===== src/rtl/nvss_pkg.sv =====
// Package for the nearest-value sorted search core: sizes, command codes,
// the command record passed from front to back, and the search state type.
// No dependencies.
package nvss_pkg;

   localparam int TABLE_DEPTH = 1024;
   localparam int VALUE_WIDTH = 32;
   localparam int DIFF_W      = VALUE_WIDTH + 1;
   localparam int IDX_W       = $clog2(TABLE_DEPTH);
   localparam int LEN_W       = 11;
   localparam int ENTRY_W     = 10;
   localparam int OUT_W       = 11;
   localparam int QUEUE_DEPTH = 2;
   localparam int QPTR_W      = (QUEUE_DEPTH > 1) ? $clog2(QUEUE_DEPTH) : 1;
   localparam int QCNT_W      = $clog2(QUEUE_DEPTH + 1);

   typedef enum logic {
      CMD_LOAD  = 1'b0,
      CMD_QUERY = 1'b1
   } cmd_op_type;

   typedef struct packed {
      cmd_op_type             op;
      logic                   first;
      logic [IDX_W-1:0]       addr;
      logic [VALUE_WIDTH-1:0] value;
   } cmd_type;

   typedef struct packed {
      logic    valid;
      cmd_type cmd;
   } cmd_chan_type;

   typedef enum logic [2:0] {
      ST_IDLE,
      ST_START,
      ST_PROBE,
      ST_LO,
      ST_HI,
      ST_DEC
   } search_state_type;

endpackage


===== src/rtl/nvss_front.sv =====
// Front end of the search core: takes items, classifies them and holds them
// in a short command queue for the back end. Depends on nvss_pkg.
module nvss_front (
   input  logic                         clock,
   input  logic                         reset,
   input  logic                         req_push,
   output logic                         req_full,
   input  logic                         req_operation,
   input  logic [nvss_pkg::VALUE_WIDTH-1:0] req_value,
   input  logic [nvss_pkg::ENTRY_W-1:0] req_entry_index,
   input  logic                         req_first_key,
   output nvss_pkg::cmd_chan_type       cmd_chan,
   input  logic                         cmd_pop
);
   import nvss_pkg::*;

   cmd_type           queue_ff [QUEUE_DEPTH];
   logic [QPTR_W-1:0] wr_ptr_ff, wr_ptr_in;
   logic [QPTR_W-1:0] rd_ptr_ff, rd_ptr_in;
   logic [QCNT_W-1:0] count_ff, count_in;
   cmd_type           new_cmd;
   logic              accept;
   logic              keep;

   function automatic logic [QPTR_W-1:0] ptr_next(input logic [QPTR_W-1:0] p);
      if (32'(p) == QUEUE_DEPTH - 1) begin
         return '0;
      end
      return p + 1'b1;
   endfunction

   assign req_full = (32'(count_ff) == QUEUE_DEPTH);
   assign accept   = req_push && !req_full;

   // Classify: drop loads aimed past the end of the table.
   always_comb begin
      new_cmd.op    = cmd_op_type'(req_operation);
      new_cmd.first = req_first_key;
      new_cmd.addr  = IDX_W'(req_entry_index);
      new_cmd.value = req_value;
      keep = (new_cmd.op == CMD_QUERY) || (32'(req_entry_index) < TABLE_DEPTH);
   end

   always_comb begin
      wr_ptr_in = wr_ptr_ff;
      rd_ptr_in = rd_ptr_ff;
      count_in  = count_ff;
      if (accept && keep) begin
         wr_ptr_in = ptr_next(wr_ptr_ff);
      end
      if (cmd_pop) begin
         rd_ptr_in = ptr_next(rd_ptr_ff);
      end
      if ((accept && keep) && !cmd_pop) begin
         count_in = count_ff + 1'b1;
      end else if (!(accept && keep) && cmd_pop) begin
         count_in = count_ff - 1'b1;
      end
   end

   always_ff @(posedge clock) begin
      if (reset) begin
         wr_ptr_ff <= '0;
         rd_ptr_ff <= '0;
         count_ff  <= '0;
      end else begin
         wr_ptr_ff <= wr_ptr_in;
         rd_ptr_ff <= rd_ptr_in;
         count_ff  <= count_in;
      end
   end

   always_ff @(posedge clock) begin
      if (accept && keep) begin
         queue_ff[wr_ptr_ff] <= new_cmd;
      end
   end

   assign cmd_chan.valid = (count_ff != '0);
   assign cmd_chan.cmd   = queue_ff[rd_ptr_ff];

endmodule


===== config.mk =====
export PLATFORM = sky130hd
export DESIGN_NAME = nvss_front
export DESIGN_NICKNAME = d
export VERILOG_FILES = /design/src/rtl/nvss_pkg.sv /design/src/rtl/nvss_front.sv
export SDC_FILE = /design/constraint.sdc
export NUM_CORES = 1
export LEC_CHECK = 0
export BUFFER_PORTS_ARGS = -buffer_cell sky130_fd_sc_hd__buf_2
export CORE_ASPECT_RATIO = 0.8
export CORE_MARGIN = 5
export CORE_UTILIZATION = 46
export DETAILED_ROUTE_END_ITERATION = 8
export PLACE_DENSITY_LB_ADDON = 0.1
export SETUP_SLACK_MARGIN = 0.1
export SLEW_MARGIN = 20
export SYNTH_ARGS = -nofsm -noshare
export SYNTH_HDL_FRONTEND = slang
export SYNTH_SLANG_ARGS = --single-unit

===== constraint.sdc =====
create_clock -name clock -period 2.25 [get_ports clock]
set_clock_uncertainty 0.05 [all_clocks]
set_input_delay 0.1125 -clock clock [delete_from_list [all_inputs] [get_ports clock]]
set_output_delay 0.1125 -clock clock [all_outputs]
set_load 0.02 [all_outputs]

==> results.toml, run 1 <==
[timing]
fmax_ghz = 0.5922
fin_tns_setup_ns = 0
max-slew-margin-rel_pct = 77.65
fin_ws_ns = 0.5614
setup_viol = 0
period_needed_ns = 1.689
drv_slew = 0
tightestPinTransition_ns = 0.3353
finalHoldViolations = 0
rsz0062_at_grt = "false"
finalCritPeriodShare_pct = 75.05

[route]
route.detailed.drc = 0
drt_iter0_markers = 64
ant_nets = 0
vias = 1910
routed_via_density = 4.693
wl_um = 6213
firstDrtPassIters = 5
post_drt_wl_per_cell_um = 15.27

[flow_run]
cap_violations = 0

[setup_path]
cpMaxStageDelayCell = "mux2_2"
worstPathArrival_ns = 1.53
timing.rr.end = "queue_ff[0][38]"
cp_cell_sequence = "buf_4 -> mux2_2 -> buf_2"
critPathCapture = "cmd_chan[19]"
worst-path-stages = 3
crit_type = "reg -> out"
crit_path_end_kind = "primary output"
reg2reg_depth = 4
cp_num_buf_inv = 2
cpPeakStageDelay_ns = 0.39
reg2reg_from = "count_ff[1]"
r2r_slack_ns = 0.62
path_max_fanout = 23
worstSetupStartpointType = "flop"
path_delay_family = "buffers and inverters"
cp.required_ns = 2.09

[floorplanning]
die_w_um = 106.0
start_util_pct = 46.55
die_y_um = 86.81
die-area_um2 = 9202
pin_count = 94
core_um2 = 7287
rows = 28

[placed_design]
gp_congestion = 0.7280
numPortBuffers = 93
place_area_um2 = 3986
dp_hpwl_um = 3785
dp_slack_ns = 0.6177

[yosys]
synthAdderAreaFrac_pct = 0.3689
syn_nets = 211
syn_area_um2 = 3392
synth-simple-area-share_pct = 1.439
ys_warn_count = 0
ys_ff_latch = 93
synth_compound_area_share_pct = 0.5902
synth_xor_area_share_pct = 0.7746
synthCells = 162
post_synth_mux_area_share_pct = 14.61
seq_area_frac_synth_pct = 80.86
synth_top_family_by_area = "multiplexers"
syn_avg_cell_area_um2 = 20.94
yosysUniqueCellTypes = 16

[grt]
grt_busiest_layer = "met2"
grt_pass1_vias = 2083
grtUsageMet3_pct = 5.138
grt_max_degree = 25
grt_pass1_wl_um = 9756
use_met1_pct = 15.46
grt_use_total_pct = 14.24
overflow = 0
use_met2_pct = 25.81
antenna_found_initial = 0

[cells_and_area]
area_delta_synth_final_pct = 37.59
antennaDiodeCount = 0
finalInstanceArea_um2 = 4667
drive_above_1_share_pct = 50.79
num-fill-cells = 527
nNetsFinal = 361

[status]
status = "complete, no violations"

[cts]
cts.sinks = 93
cts_root_buf = "clkbuf_8"
cts-resized-gates = 0
clk_latency_ns = 0.34
clockBufferDepth = 2
clk_pin_slew_ns = 0.08
cts_tree = "built"
htree_levels = 3
cts_buffers = 9

[pwr]
p_per_area_nw_per_um2 = 881.2
peakVddDrop_mv = 0.5723
p_total_uw = 4113
leakage_uw = 0.001789

[worst_hold_path]
hold_class = "in -> reg"
registers in the layout, indices dropped and copies added, names as in the netlist, named ones only:
register,cells
rd_ptr_ff,1
wr_ptr_ff,1
queue_ff,88
count_ff,2
placed cells by master, fill, tap and decap left out:
master,instances
clkinvlp_4,1
buf_2,93
clkbuf_1,2
or3_1,2
dfxtp_2,1
mux2_2,44
dlygate4sd3_1,45
and2_2,1
edfxtp_1,88
clkinv_2,1
xor2_1,2
nor2b_2,1
ha_1,1
bufinv_16,3
a21oi_1,2
inv_1,2
nor2_1,4
dfxtp_1,4
clkinv_1,1
or2_2,1
o21ai_0,2
buf_4,6
clkbuf_8,9
xnor2_1,1
worst register-to-register path, delay by kind of cell (launching register included):
family	cells	cell delay, ns
buffers and inverters	2	0.38
flip-flops	1	0.33
AND/OR/NAND/NOR	2	0.53
worst min-delay path by stage:
stage / startpoint / to / slack, ns / cells past startpoint
after CTS: cmd_pop / flop / 0.008 / 3
after floorplan: reset / count_ff[1] / 0.13 / 1
final: cmd_pop / flop / 0.01 / 3
after global placement: req_entry_index[2] / queue_ff[1][34] / 0.25 / 1
after global routing: cmd_pop / flop / 0.04 / 3
after detailed placement: req_entry_index[4] / queue_ff[0][36] / 0.25 / 1
cells in the mapped netlist:
cell type / n / area share (%)
nor2b_2: 1 / 0.26
xor2_1: 2 / 0.52
and2_1: 1 / 0.18
or2_2: 1 / 0.18
dfxtp_1: 5 / 3.0
a21oi_1: 2 / 0.30
edfxtp_1: 88 / 78
inv_1: 3 / 0.33
buf_4: 4 / 0.89
or3_1: 2 / 0.37
ha_1: 1 / 0.37
nor2_1: 4 / 0.44
buf_2: 1 / 0.15
mux2_2: 44 / 15
xnor2_1: 1 / 0.26
o21ai_0: 2 / 0.30
kinds of logic (layout without fill, tap and decap cells):
kind of cell | Yosys count | count (layout)
AND/OR/NAND/NOR | 9 | 9
XOR/XNOR | 3 | 3
flip-flops | 93 | 93
AO/OA/AOI/OAI | 4 | 4
adder cells (fa/ha/maj) | 1 | 1
multiplexers | 44 | 44
buffers and inverters | 8 | 163
metal layers:
layer / routed length (um) / share of wire, %
met5: 0 / 0
met4: 80 / 1.3
met3: 359 / 5.8
met2: 3310 / 53
met1: 2463 / 40
power breakdown:
group / switching, uW / internal, uW / total, uW / leakage, uW
clock network: 508 / 733 / 1240 / 0.000115
registers: 41.2 / 2090 / 2130 / 0.000863
logic: 420 / 317 / 737 / 0.000811
total: 970 / 3140 / 4110 / 0.00179
stage by stage:
step	util [%]	hold slack, ns	std cells
floorplan	-	0.1316	162
global placement	54.70	0.2501	346
detailed placement	54.70	0.2540	346
CTS	64.05	0.008203	407
global route	64.05	0.04079	407
finish	64.05	0.01495	407
repair_timing:
item,CTS,global route
hold buffers,45,0
buffers inserted,0,0
endpoints found under the hold margin,93,0
setup endpoints to repair,0,0
final cells by class:
class                      count  area, um2  area share (%)
timing repair buffer         144      960.9           20.59
multi-input combinational     61      604.3           12.95
sequential                    93       2744           58.79
inverter                       3      15.01          0.3217
clock buffer                  11      131.4           2.815
clock inverter                 5      98.84           2.118
tap                           90      112.6           2.413
Power figures use the tool's default switching activity.
==> run 2: changes to the inputs <==
--- a/config.mk
+++ b/config.mk
@@ -8,7 +8,7 @@
 export BUFFER_PORTS_ARGS = -buffer_cell sky130_fd_sc_hd__buf_2
 export CORE_ASPECT_RATIO = 0.8
 export CORE_MARGIN = 5
-export CORE_UTILIZATION = 46
+export CORE_UTILIZATION = 51
 export DETAILED_ROUTE_END_ITERATION = 8
 export PLACE_DENSITY_LB_ADDON = 0.1
 export SETUP_SLACK_MARGIN = 0.1
==> constraint.sdc (replaced) <==
create_clock -name clock -period 1.6 [get_ports clock]
set_clock_uncertainty 0.05 [all_clocks]
set_input_delay 0.08 -clock clock [delete_from_list [all_inputs] [get_ports clock]]
set_output_delay 0.08 -clock clock [all_outputs]
set_load 0.02 [all_outputs]
==> results.toml, run 2 (synthesized netlist as in run 1, its figures left out) <==
[route]
firstDrtPassIters = 4
vias = 2042
post_drt_wl_per_cell_um = 19.29
drt_iter0_markers = 48
routed_via_density = 4.932
ant_nets = 0
route.detailed.drc = 0
wl_um = 7986

[setup_path]
worstPathArrival_ns = 1.48
crit_path_end_kind = "primary output"
worstSetupStartpointType = "flop"
path_max_fanout = 11
cpPeakStageDelay_ns = 0.48
cp_cell_sequence = "buf_16 -> mux2_4 -> buf_6"
cp.required_ns = 1.47
cp_num_buf_inv = 2
crit_type = "reg -> out"
cpMaxStageDelayCell = "dfxtp_4"
path_delay_family = "flip-flops"

[pwr]
p_sw_share_pct = 27.09
pwr-share-seq_pct = 49.7
peakVddDrop_mv = 0.8089
p_total_uw = 6108
p_comb_share_pct = 27.1
p_clk_share_pct = 23.2
switchingPower_uw = 1654
p_per_area_nw_per_um2 = 1139
leakage_uw = 0.002154
internal_power_uw = 4453

[placed_design]
gp_congestion = 0.7398
place_area_um2 = 4055
numPortBuffers = 93
dp_hpwl_um = 3915

[grt]
grt_pass1_wl_um = 10760
antenna_found_initial = 0
grt_use_total_pct = 16.88
overflow = 0
grt_max_degree = 23
grt_pass1_vias = 2154

[timing]
finalCritPeriodShare_pct = 100.5
setup_viol = 4
tightestPinTransition_ns = 0.2906
fin_ws_ns = -0.008319
fmax_ghz = 0.6218
max-slew-margin-rel_pct = 80.59
finalHoldViolations = 0
period_needed_ns = 1.608
rsz0062_at_grt = "true"
drv_slew = 0

[cells_and_area]
nNetsFinal = 374
area_delta_synth_final_pct = 58.02
mostFrequentLayoutCell = "edfxtp_1"
finalInstanceArea_um2 = 5360
reg_top3 = "queue_ff (88), count_ff (2)"
drive_above_1_share_pct = 54.24
mostFrequentLayoutCells = "edfxtp_1, buf_2, buf_6, dlygate4sd3_1, mux2_4"
largest_register_ffs = 88
top_register = "queue_ff"
antennaDiodeCount = 0

[floorplanning]
die_y_um = 82.95
pin_count = 94
die_w_um = 101.2
start_util_pct = 52.66
core_um2 = 6441
die-area_um2 = 8392
rows = 26

[cts]
clockBufferDepth = 2
cts_tree = "built"
cts.sinks = 93
cts_root_buf = "clkbuf_8"
clk_pin_slew_ns = 0.08
cts_buffers = 9
clk_latency_ns = 0.35
htree_levels = 3

[flow_run]
cap_violations = 0

[status]
status = "finished, violations left"
violations = "setup timing"

[worst_hold_path]
hold_class = "in -> reg"
==> run 2: cell types whose count changed in the layout (fill, tap and decap cells not counted), moves of 2 or more <==
cell       change
buf_2         -43
buf_16         +2
mux2_2        -43
clkbuf_16      +5
clkbuf_1       -2
buf_6         +46
bufinv_16      -3
dfxtp_4        +2
buf_4          -3
inv_6          +4
mux2_4        +43
buf_12         +5
dfxtp_1        -2
==> run 2: final timing paths <==
path | start | endpoint | slack, ns | cells past startpoint
setup reg to reg | count_ff[1] | queue_ff[0][42] | 0.02 | 4
hold reg to reg | wr_ptr_ff | wr_ptr_ff | 0.47 | 2
setup / recovery | flop | cmd_chan[37] | -0.008 | 3
hold / removal | req_push | wr_ptr_ff | 0.12 | 4
==> run 2: power groups by stage <==
stage / sequential (uW) / clock [uW] / combinational, uW
final: 3040 / 1410 / 1660
after global routing: 3060 / 1570 / 1730
after CTS: 3020 / 1420 / 1330
after detailed placement: 3070 / 0 / 1030
after global placement: 3050 / 0 / 1020
after floorplan: 3050 / 0 / 648
==> run 2: repair_timing <==
item / 4_1_cts / 5_1_grt
pin swaps: 0 / 2
setup buffers: 0 / 2
gates cloned: 2 / 8
hold buffers: 46 / 0
endpoints found under the setup margin: 44 / 89
hold endpoints to repair: 93 / 0
resized for setup: 69 / 64
==> run 2: final cells by class <==
cell class / instances / area, um2
tap: 84 / 105.1
multi-input combinational: 61 / 777.0
inverter: 3 / 15.01
sequential: 93 / 2751
clock buffer: 9 / 123.9
clock inverter: 7 / 56.30
fill: 319 / 1081
timing repair buffer: 157 / 1531
==> run 2: stage by stage <==
step	setup TNS, ns	std cells	setup WS (ns)	utilization (%)	hold slack [ns]
4_1_cts	-0.5156	404	-0.02771	77.21	0.07883
3_3_place_gp	0	340	0.1334	62.96	0.2197
5_1_grt	-1.760	414	-0.05763	83.22	0.1371
2_1_floorplan	-6.685	162	-0.1519	-	0.09165
6_report	-0.01630	414	-0.008319	83.22	0.1190
3_5_place_dp	0	340	0.1105	62.96	0.2224
==> run 2: per-layer routing <==
layer / up-vias / part of all wire, % / track usage [%]
li1: 955 / - / -
met5: - / 0 / 0
met3: 9 / 4.9 / 6.281
met4: 0 / 1.1 / 4.589
met1: 1017 / 42 / 20.42
met2: 61 / 52 / 28.27
==> run 2: worst register-to-register path, cell delays in order (launching register included) <==
cell and delay [ns]:
dfxtp_2 0.32, nor2b_4 0.13, or3_4 0.34, clkinvlp_4 0.25
clkbuf_16 0.22
